==> src/rtl/core/bwct_pkg.sv <==
// shared types and constants for the brace word command tokenizer
package bwct_pkg;

    localparam int DEPTH_BITS_DEF = 8;

    localparam logic [7:0] CH_SPACE = 8'h20;
    localparam logic [7:0] CH_OPEN  = 8'h7B;
    localparam logic [7:0] CH_CLOSE = 8'h7D;
    localparam logic [7:0] CH_LF    = 8'h0A;
    localparam logic [7:0] CH_CR    = 8'h0D;

    typedef enum logic [1:0] {
        KIND_BYTE = 2'd0,
        KIND_EOW  = 2'd1,
        KIND_EOC  = 2'd2
    } kind_t;

    typedef enum logic [1:0] {
        MODE_SPACE = 2'd0,
        MODE_PLAIN = 2'd1,
        MODE_BRACE = 2'd2,
        MODE_AFTER = 2'd3
    } mode_t;

    typedef struct packed {
        kind_t      kind;
        logic [7:0] word_byte;
        logic       is_command_word;
        logic       last;
    } res_t;

    // results produced by one input byte, first in order before second
    typedef struct packed {
        logic [1:0] count;
        res_t       first;
        res_t       second;
    } scan_out_t;

endpackage

==> src/rtl/core/brace_word_command_tokenizer_top.sv <==
// top level of the brace word command tokenizer: input register, scanner, result queue
// Takes one raw byte per request and emits word bytes, end-of-word and end-of-command
// results. A byte is held in the input register, its zero, one or two results
// are computed in a single pass and written to a four-entry result queue, so one byte
// is accepted every cycle while the output side keeps up; a line end that closes a word
// gives two results, which leave the queue one at a time. The queue entries of one byte are
// written together, and a byte is processed only when two queue entries are free.
module brace_word_command_tokenizer_top
    import bwct_pkg::*;
#(
    parameter int DEPTH_BITS = DEPTH_BITS_DEF
)
(
    input  logic        clk,
    input  logic        rst_n,
    input  logic        s_tvalid,
    output logic        s_tready,
    input  logic [7:0]  s_tdata,   // [7:0] byte_in
    output logic        m_tvalid,
    input  logic        m_tready,
    output logic [15:0] m_tdata,   // [7:0] word_byte, [8] is_command_word, zero above
    output logic [1:0]  m_tuser,   // [1:0] kind
    output logic        m_tlast
);

    logic       in_valid_reg;
    logic [7:0] in_byte_reg;
    logic       fire;
    logic       pop;
    logic [2:0] count_reg, count_next;
    logic [2:0] count_after_pop;
    logic [1:0] wr_ptr_reg, wr_ptr_next;
    logic [1:0] rd_ptr_reg, rd_ptr_next;
    res_t       queue_mem [4];
    res_t       head;
    scan_out_t  scan_out;

    bwct_scan #(
        .DEPTH_BITS(DEPTH_BITS)
    ) u_scan (
        .clk     (clk),
        .rst_n   (rst_n),
        .fire    (fire),
        .byte_in (in_byte_reg),
        .scan_out(scan_out)
    );

    assign pop             = m_tvalid & m_tready;
    assign count_after_pop = count_reg - {2'b00, pop};
    assign fire            = in_valid_reg && (count_after_pop <= 3'd2);
    assign s_tready        = ~in_valid_reg | fire;

    always_ff @(posedge clk or negedge rst_n)
    begin
        if (!rst_n)
            in_valid_reg <= 1'b0;
        else if (s_tready)
            in_valid_reg <= s_tvalid;
    end

    always_ff @(posedge clk)
    begin
        if (s_tready && s_tvalid)
            in_byte_reg <= s_tdata;
    end

    always_comb
    begin
        wr_ptr_next = wr_ptr_reg;
        count_next  = count_after_pop;
        if (fire)
        begin
            wr_ptr_next = wr_ptr_reg + scan_out.count;
            count_next  = count_after_pop + {1'b0, scan_out.count};
        end
        rd_ptr_next = rd_ptr_reg + {1'b0, pop};
    end

    always_ff @(posedge clk or negedge rst_n)
    begin
        if (!rst_n)
        begin
            count_reg  <= '0;
            wr_ptr_reg <= '0;
            rd_ptr_reg <= '0;
        end
        else
        begin
            count_reg  <= count_next;
            wr_ptr_reg <= wr_ptr_next;
            rd_ptr_reg <= rd_ptr_next;
        end
    end

    always_ff @(posedge clk)
    begin
        if (fire && scan_out.count != 2'd0)
            queue_mem[wr_ptr_reg] <= scan_out.first;
        if (fire && scan_out.count == 2'd2)
            queue_mem[wr_ptr_reg + 2'd1] <= scan_out.second;
    end

    assign head     = queue_mem[rd_ptr_reg];
    assign m_tvalid = (count_reg != 3'd0);
    assign m_tdata  = {7'd0, head.is_command_word, head.word_byte};
    assign m_tuser  = head.kind;
    assign m_tlast  = head.last;

`ifndef SYNTH
    a_count_bound: assert property (@(posedge clk) disable iff (!rst_n)
        count_reg <= 3'd4)
        else $error("result queue count out of range");
    a_no_overflow: assert property (@(posedge clk) disable iff (!rst_n)
        fire |-> ({1'b0, count_after_pop} + {2'b00, scan_out.count}) <= 4'd4)
        else $error("result queue overflow");
    a_eoc_last: assert property (@(posedge clk) disable iff (!rst_n)
        m_tvalid && m_tuser == KIND_EOC |-> m_tlast)
        else $error("end of command not marked last");
    a_ptr_track: assert property (@(posedge clk) disable iff (!rst_n)
        count_reg != 3'd4 |-> (wr_ptr_reg - rd_ptr_reg) == count_reg[1:0])
        else $error("queue pointers disagree with count");
`endif

endmodule

==> src/rtl/core/bwct_scan.sv <==
// tokenizer state and per-byte result generation
module bwct_scan
    import bwct_pkg::*;
#(
    parameter int DEPTH_BITS = DEPTH_BITS_DEF
)
(
    input  logic       clk,
    input  logic       rst_n,
    input  logic       fire,
    input  logic [7:0] byte_in,
    output scan_out_t  scan_out
);

    localparam logic [DEPTH_BITS-1:0] DEPTH_MAX = {DEPTH_BITS{1'b1}};
    localparam logic [DEPTH_BITS-1:0] DEPTH_ONE = {{(DEPTH_BITS-1){1'b0}}, 1'b1};

    mode_t                 mode_reg, mode_next;
    logic [DEPTH_BITS-1:0] depth_reg, depth_next;
    logic                  param_reg, param_next;
    logic                  line_reg, line_next;

    function automatic res_t mk_res(kind_t k, logic [7:0] b, logic c);
        res_t r;
        r.kind            = k;
        r.word_byte       = b;
        r.is_command_word = c;
        r.last            = 1'b0;
        return r;
    endfunction

    always_ff @(posedge clk or negedge rst_n)
    begin
        if (!rst_n)
        begin
            mode_reg  <= MODE_SPACE;
            depth_reg <= '0;
            param_reg <= 1'b0;
            line_reg  <= 1'b0;
        end
        else if (fire)
        begin
            mode_reg  <= mode_next;
            depth_reg <= depth_next;
            param_reg <= param_next;
            line_reg  <= line_next;
        end
    end

    always_comb
    begin
        logic cmd;
        res_t r0;
        res_t r1;
        logic [1:0] n;
        cmd        = ~param_reg;
        r0         = mk_res(KIND_BYTE, 8'd0, 1'b0);
        r1         = mk_res(KIND_BYTE, 8'd0, 1'b0);
        n          = 2'd0;
        mode_next  = mode_reg;
        depth_next = depth_reg;
        param_next = param_reg;
        line_next  = line_reg;
        if (byte_in == CH_CR)
        begin
            n = 2'd0;
        end
        else if (byte_in == CH_LF)
        begin
            if (line_reg)
            begin
                line_next = 1'b0;
                if (mode_reg != MODE_BRACE)
                begin
                    if (mode_reg == MODE_PLAIN || mode_reg == MODE_AFTER)
                    begin
                        r0 = mk_res(KIND_EOW, 8'd0, cmd);
                        r1 = mk_res(KIND_EOC, 8'd0, 1'b0);
                        n  = 2'd2;
                    end
                    else
                    begin
                        r0 = mk_res(KIND_EOC, 8'd0, 1'b0);
                        n  = 2'd1;
                    end
                    mode_next  = MODE_SPACE;
                    param_next = 1'b0;
                    depth_next = '0;
                end
            end
        end
        else
        begin
            line_next = 1'b1;
            case (mode_reg)
                MODE_SPACE:
                begin
                    if (byte_in == CH_OPEN)
                    begin
                        mode_next  = MODE_BRACE;
                        depth_next = DEPTH_ONE;
                    end
                    else if (byte_in != CH_SPACE && byte_in != CH_CLOSE)
                    begin
                        r0        = mk_res(KIND_BYTE, byte_in, cmd);
                        n         = 2'd1;
                        mode_next = MODE_PLAIN;
                    end
                end
                MODE_PLAIN, MODE_AFTER:
                begin
                    if (byte_in == CH_SPACE)
                    begin
                        r0         = mk_res(KIND_EOW, 8'd0, cmd);
                        n          = 2'd1;
                        param_next = 1'b1;
                        mode_next  = MODE_SPACE;
                    end
                    else if (mode_reg == MODE_PLAIN)
                    begin
                        r0 = mk_res(KIND_BYTE, byte_in, cmd);
                        n  = 2'd1;
                    end
                end
                default:
                begin
                    // inside a brace group; the outer closing brace ends it
                    if (byte_in == CH_CLOSE && depth_reg <= DEPTH_ONE)
                    begin
                        depth_next = '0;
                        mode_next  = MODE_AFTER;
                    end
                    else
                    begin
                        if (byte_in == CH_OPEN)
                        begin
                            if (depth_reg != DEPTH_MAX)
                                depth_next = depth_reg + DEPTH_ONE;
                        end
                        else if (byte_in == CH_CLOSE)
                        begin
                            depth_next = depth_reg - DEPTH_ONE;
                        end
                        r0 = mk_res(KIND_BYTE, byte_in, cmd);
                        n  = 2'd1;
                    end
                end
            endcase
        end
        if (n == 2'd2)
            r1.last = 1'b1;
        else
            r0.last = 1'b1;
        scan_out.count  = n;
        scan_out.first  = r0;
        scan_out.second = r1;
    end

`ifndef SYNTH
    a_depth_idle: assert property (@(posedge clk) disable iff (!rst_n)
        mode_reg != MODE_BRACE |-> depth_reg == '0)
        else $error("depth nonzero outside a brace group");
    a_depth_group: assert property (@(posedge clk) disable iff (!rst_n)
        mode_reg == MODE_BRACE |-> depth_reg != '0)
        else $error("depth zero inside a brace group");
    a_pair_order: assert property (@(posedge clk) disable iff (!rst_n)
        fire && scan_out.count == 2'd2 |->
            scan_out.first.kind == KIND_EOW && scan_out.second.kind == KIND_EOC)
        else $error("two results not end of word then end of command");
`endif

endmodule
==> config.mk <==
export PLATFORM = sky130hd
export DESIGN_NAME = brace_word_command_tokenizer_top
export DESIGN_NICKNAME = d
export VERILOG_FILES = /design/src/rtl/core/bwct_pkg.sv /design/src/rtl/core/brace_word_command_tokenizer_top.sv /design/src/rtl/core/bwct_scan.sv
export SDC_FILE = /design/constraint.sdc
export NUM_CORES = 1
export LEC_CHECK = 0
export BUFFER_PORTS_ARGS = -buffer_cell sky130_fd_sc_hd__buf_2
export CORE_AREA = 2 2 96 98
export DETAILED_ROUTE_END_ITERATION = 12
export DIE_AREA = 0 0 98 100
export PLACE_DENSITY = 0.84
export SETUP_SLACK_MARGIN = 0.1
export SLEW_MARGIN = 5
export SYNTH_ARGS = -nofsm -noshare
export SYNTH_HDL_FRONTEND = slang
export SYNTH_HIERARCHICAL = 1
export SYNTH_SLANG_ARGS = --single-unit
==> constraint.sdc <==
create_clock -name clk -period 4.78 [get_ports clk]
set_input_delay 0.956 -clock clk [delete_from_list [all_inputs] [get_ports clk]]
set_output_delay 0.956 -clock clk [all_outputs]
set_load 0.03 [all_outputs]
* Word-level counts from Yosys, hierarchy flattened
Memories as Yosys holds them, arrays and structs flattened.
Cells that the tools add are included.
** Word-level totals
- Bits in registers :: 28
- RAM bits :: 48
- Bits of input ports :: 12
- Logic and storage cells :: 119
- Memories kept :: 1
** Memory list
- queue_mem :: depth 4, bits a word 12, rd ports 1, clocked after memory_dff 0, write ports 2, line brace_word_command_tokenizer_top.sv:34 : res_t queue_mem [4];
** Cells by class
- Add/subtract/negate cells :: 7
- Order comparisons :: 2
- Eq/ne operators :: 19
- Multiplexer cells :: 57
- Bitwise logic cells :: 5
- Reduce and logical (&&, ||, !) cells :: 19
** Operator list (count)
- two-way mux 12 bit :: 12
- two-way mux 8 bit :: 8
- two-way mux 10 bit :: 3
- two-way mux 2 bit :: 14
- case mux 12 bit (2 select lines) :: 1
- == test 8 x 4 -> 1 bit (second input constant) :: 2
- == test 8 x 7 -> 1 bit (second input constant) :: 2
- case mux 8 bit (2 select lines) :: 1
- two-way mux 1 bit :: 15
- adder 8 x 1 -> 8 bit (second input constant) :: 1
- == test 8 x 6 -> 1 bit (second input constant) :: 1
- <= comparator 8 x 1 -> 1 bit (second input constant) :: 1
- != test 8 x 6 -> 1 bit (second input constant) :: 1
- != test 8 x 7 -> 1 bit (second input constant) :: 1
- != test 8 bit (second input constant) :: 1
- case mux 2 bit (2 select lines) :: 2
- AND reduction 8 bit :: 1
- nonzero test 4 bit :: 2
- subtractor 8 x 1 -> 8 bit (second input constant) :: 1
- AND reduction 7 bit :: 1
- logical AND 1 bit :: 6
- != test 3 x 1 -> 1 bit (second input constant) :: 2
- AND reduction 6 bit :: 1
- nonzero test 2 bit :: 3
- 21 further kinds :: 26

* Logic depth before layout (Yosys ltp)
- Depth after elaboration :: 11
- Mapped depth :: 11

* Modules after synthesis
The synthesis kept the hierarchy.
** By module, submodules not included
- brace_word_command_tokenizer_top :: instances 1, cells each 182, area each 3373.2 µm²
- bwct_scan :: instances 1, cells each 180, area each 1362.6 µm²

* Least setup slack after synthesis
OpenSTA, ideal clock, no wires.
- Path type :: reg2reg
- Start :: register in_byte_reg[1]
- End :: memory queue_mem[1][0] (netlist name), enable pin
- Data arrival time :: 4218 ps
- Data required time :: 4331 ps
- Setup slack :: 114 ps
- Stages on the path, launching flop included :: 9
- Clock period less this slack :: 4666 ps
- Cells stage by stage :: edfxtp_1 -> buf_2 -> nand4b_4 -> or4_4 -> nor3_4 -> nor3_1 -> o31a_1 -> nand2b_2 -> a2111oi_0
** RTL lines
- start, declared :: line brace_word_command_tokenizer_top.sv:27 : logic [7:0] in_byte_reg;
- start signal, assigned :: line brace_word_command_tokenizer_top.sv:64 : in_byte_reg <= s_tdata;
- end, declared :: line brace_word_command_tokenizer_top.sv:34

* Worst setup path after layout
- Start :: register count_reg[2]
- End :: output s_tready
** Between the ends
- Word-level cells in the longest chain between the ends :: 6
** Ends and longest elaborated chain
- start, declared :: line brace_word_command_tokenizer_top.sv:30 : logic [2:0] count_reg, count_next;
- start signal, assigned :: line brace_word_command_tokenizer_top.sv:89 : count_reg <= count_next;
- nonzero test 3 bit :: line brace_word_command_tokenizer_top.sv:104 : assign m_tvalid = (count_reg != 3'd0);
- bitwise AND 1 bit :: line brace_word_command_tokenizer_top.sv:48 : assign pop = m_tvalid & m_tready;
- subtractor 3 x 1 -> 3 bit * :: line brace_word_command_tokenizer_top.sv:49 : assign count_after_pop = count_reg - {2'b00, pop};
- <= comparator 3 x 2 -> 1 bit * :: line brace_word_command_tokenizer_top.sv:50 : assign fire = in_valid_reg && (count_after_pop <= 3'd2);
- logical AND 1 bit * :: line brace_word_command_tokenizer_top.sv:50
- bitwise OR 1 bit * :: line brace_word_command_tokenizer_top.sv:51 : assign s_tready = ~in_valid_reg | fire;
- end, declared :: line brace_word_command_tokenizer_top.sv:17 : output logic s_tready,
Mark *: on every way between the ends. The rest lies on a longest branch, timed or not.

==> results.md <==
| Metric | Value | Unit |
|---|---|---|
| Chip Width | 98 | um |
| Number of DRC violations after detailed routing | 0 | - |
| Critical Path, Cell by Cell | or3_2 > and2_1 > ha_1 > ha_1 > xor2_4 > o21ai_0 > buf_2 | - |
| Met2 demand-to-capacity share in global routing | 31.6 | % |
| Initial Utilization | 53.3 | % |
| Post-synth EDFFs | 56 | - |
| Latest clock arrival within the worst-skew pair | 0.36 | ns |
| Post-synthesis sequential area ratio | 46.1 | % |
| Remaining antenna violation count | 0 | - |
| Proportion of register bits with asynchronous set or reset after synthesis | 26.3 | % |
| First-pass GRT wire length | 14.4 | mm |
| # port buffers | 25 | - |
| Area enclosed by the die boundary | 0.00980 | mm^2 |
| Path class of the lowest-slack min-delay path | primary input to asynchronous set/reset pin | - |
| Fmax | 0.265 | GHz |
| Iteration count of the initial detailed-routing pass | 6 | - |
| Post-synthesis sequential element count | 76 | - |
| Nature of the critical path endpoint | primary output | - |
| Count of maximum capacitance violations | 0 | - |
| Layout cells sized above 1 | 33.9 | % |
| Required time of the critical path | 3.82 | ns |
| Startpoint kind of the worst setup timing path | register | - |
| Period utilization | 79.1 | % |
| Final setup slack of the worst path | 1.00 | ns |
| Total wirelength of the detailed-routed design | 8.72 | mm |
| CP max FO | 10 | - |
| Count of final hold-check violations | 0 | - |
| Setup fix buffers added after clock tree synthesis | 0 | - |
| Routing usage on met3 | 4.11 | % |
| Setup Crit Path Kind | register to primary output | - |
| Top FF cell, synth | sky130_fd_sc_hd__edfxtp_1 | - |
| Clk root buf | sky130_fd_sc_hd__clkbuf_8 | - |
| Resized cells post-CTS | 0 | - |
| Worst slew margin | 46.2 | % |
| CTS clock-pin slew for the worst setup and hold paths | 0.08 | ns |
| GP Congestion | 0.893 | - |
| Hold-fix buffers, CTS | 0 | - |
| Transition time at the pin with the least slew margin | 0.808 | ns |
| Fill cells | 682 | - |
| I/O pin total | 33 | - |
| Total leakage power | 1.93 | nW |
| Overall overflow remaining after global route | 0 | - |
| Power density relative to cell area | 555 | mW/mm^2 |
| Pin count of the biggest net entering global routing | 21 | - |
| CTS buffer count | 9 | - |
| Utilization after layout | 57.4 | % |
| Most area-consuming cells after synthesis | sky130_fd_sc_hd__edfxtp_1, sky130_fd_sc_hd__mux2_4, sky130_fd_sc_hd__dfrtp_1 | - |
| Slowest cell on the critical path | sky130_fd_sc_hd__or3_2 | - |
| Number of cells produced by synthesis | 362 | - |
| Overall Global Routing Usage | 18.8 | % |
| Final slew viol count | 0 | - |
| Largest stage delay on the critical path | 0.49 | ns |
| Crit path DAT | 2.82 | ns |
| N_diodes | 0 | - |
| Post-place setup slack | 1.20 | ns |
| Worst clock skew on the final layout | 0.0106 | ns |
| Nets@finish | 409 | - |
| Area Growth Syn to Fin | 7.79 | % |
| Clock period minus worst slack | 3.78 | ns |
| Number of DRC markers after the initial detailed-route iteration | 240 | - |
| Non-filler instance count after layout | 503 | - |
| Layer with the highest usage | met2 | - |
| Clock tree from TritonCTS | done | - |
| Total design power | 2.84 | mW |
| Count of vias placed by the detailed router | 2969 | - |
| Antenna violations before repair | 0 | - |
| Number of cells after detailed placement | 488 | - |
| Setup TNS | 0 | ns |
| Met1 routing resource usage after global routing | 24.1 | % |
| Average wire per standard cell | 17.3 | um |
| Flip-flop count of the largest register after layout | 48 | - |
| Clock Path Buffers | 2 | - |
| Cell variety after synth | 65 | - |
| Most common cell in the synthesized netlist | sky130_fd_sc_hd__edfxtp_1 | - |
| Area share of the largest cell type after synthesis | 35.5 | % |
| Total setup violations reported at the end of the flow | 0 | - |
| Synthesized area | 0.00474 | mm^2 |
| Core area | 0.00889 | mm^2 |
| Largest area contributor in the synthesized netlist | sky130_fd_sc_hd__edfxtp_1 | - |
| Detailed-route vias per instance | 5.90 | - |
| IR drop worst, VDD | 272 | uV |
| Die height | 100 | um |
| Cell mode on critical path | sky130_fd_sc_hd__ha_1 | - |
| RSZ-0062 raised after global routing | false | - |
| H-tree depth reported by CTS | 3 | - |
| Post-detailed-placement half-perimeter wirelength | 6.15 | mm |
| Cell Rows | 35 | - |
| Most frequent cells after synthesis | sky130_fd_sc_hd__edfxtp_1, sky130_fd_sc_hd__mux2_4, sky130_fd_sc_hd__dfrtp_1, sky130_fd_sc_hd__buf_4, sky130_fd_sc_hd__nor2_1 | - |
| Number of global-route vias before repair | 2812 | - |
| Clock Sinks | 76 | - |
| Result of the run | complete, no violations | - |
| Synthesis warning total | 6 | - |
| Post-synthesis average cell area | 13.1 | um^2 |
-- logic make-up after synthesis --
family                     Yosys count  share of synthesized area, %
muxes                               64                          21.2
buffers and inverters               42                          5.55
other                                2                         0.159
AOI/OAI and AO/OA                   59                          8.06
DFF                                 76                          46.1
xor gates and xnor gates             6                          1.51
adders and majority gates            9                          2.54
and+or+nand+nor                    104                          14.9
-- layout make-up --
class / count / area (um^2) / share of cell area, %
Timing Repair Buffer: 31 / 170 / 3.33
Tap cell: 111 / 139 / 2.72
Sequential cell: 76 / 2180 / 42.7
Multi-Input combinational cell: 259 / 2360 / 46.2
Clock buffer: 9 / 124 / 2.43
Inverter: 11 / 41.3 / 0.809
Clock inverter: 6 / 88.8 / 1.74
-- final timing paths --
kind                                              endpoint  slack (ns)                       startpoint  cells after the start
max reg2reg                     queue_mem[2][11]$_DFFE_PP_        1.17         in_byte_reg[1]$_DFFE_PP_                      9
min reg2reg                u_scan/depth_reg[5]$_DFFE_PN0P_        0.57  u_scan/depth_reg[5]$_DFFE_PN0P_                      2
max in group asynchronous          rd_ptr_reg[0]$_DFF_PN0_        3.90                            rst_n                      1
min                           u_scan/param_reg$_DFFE_PN0P_        0.55                            rst_n                      1
min in group clk           u_scan/depth_reg[5]$_DFFE_PN0P_        0.57  u_scan/depth_reg[5]$_DFFE_PN0P_                      2
max                                               s_tready        1.00           count_reg[2]$_DFF_PN0_                      7
-- stage by stage --
step	cell area (um^2)	hold WS, ns
6_report	5100	0.549
5_1_grt	5100	0.577
4_1_cts	5100	0.547
3_5_place_dp	4890	0.550
3_3_place_gp	4890	0.535
2_1_floorplan	4790	0.497
-- layout by cell type (no fill, tap or decap), types with 4 or more instances in the layout --
cell	Yosys	final
sky130_fd_sc_hd__or4_1	4	4
sky130_fd_sc_hd__o21ai_1	5	5
sky130_fd_sc_hd__clkbuf_8	0	9
sky130_fd_sc_hd__a21oi_1	14	14
sky130_fd_sc_hd__nand2b_1	7	7
sky130_fd_sc_hd__buf_2	6	25
sky130_fd_sc_hd__edfxtp_1	56	56
sky130_fd_sc_hd__nand3_1	8	8
sky130_fd_sc_hd__o21a_1	4	4
sky130_fd_sc_hd__o31ai_1	4	4
sky130_fd_sc_hd__ha_1	8	8
sky130_fd_sc_hd__nand4_1	5	5
sky130_fd_sc_hd__buf_4	18	6
sky130_fd_sc_hd__inv_1	11	11
sky130_fd_sc_hd__nor3_1	7	7
sky130_fd_sc_hd__nand2_1	13	13
sky130_fd_sc_hd__and3_1	7	7
sky130_fd_sc_hd__dfrtp_1	20	20
sky130_fd_sc_hd__mux4_2	12	12
sky130_fd_sc_hd__nor2_1	18	18
sky130_fd_sc_hd__conb_1	2	17
sky130_fd_sc_hd__mux2_2	12	12
sky130_fd_sc_hd__o21ai_0	13	13
sky130_fd_sc_hd__mux2_4	40	40
sky130_fd_sc_hd__and2_1	9	9
-- worst max-delay path: cells and delay by family (launching register included) --
kind / cells / cell delay, ns
adders and majority gates: 2 / 0.43
AOI/OAI and AO/OA: 1 / 0.24
DFF: 1 / 0.44
buffers and inverters: 1 / 0.22
xor gates and xnor gates: 1 / 0.45
and+or+nand+nor: 2 / 0.68
-- power breakdown --
| group | total (mW) | switching, mW | internal (mW) |
|---|---|---|---|
| Combinational | 1.19 | 0.676 | 0.510 |
| Sequential | 1.12 | 0.186 | 0.930 |
| Clock | 0.533 | 0.242 | 0.292 |
| Total | 2.84 | 1.10 | 1.73 |
-- per-layer routing --
| layer | routed length, um | share of wire (%) |
|---|---|---|
| met1 | 3730 | 43 |
| met4 | 188 | 2.2 |
| met5 | 0 | 0 |
| met3 | 437 | 5.0 |
| met2 | 4370 | 50 |
No activity file was read; power rests on OpenSTA's default activity.
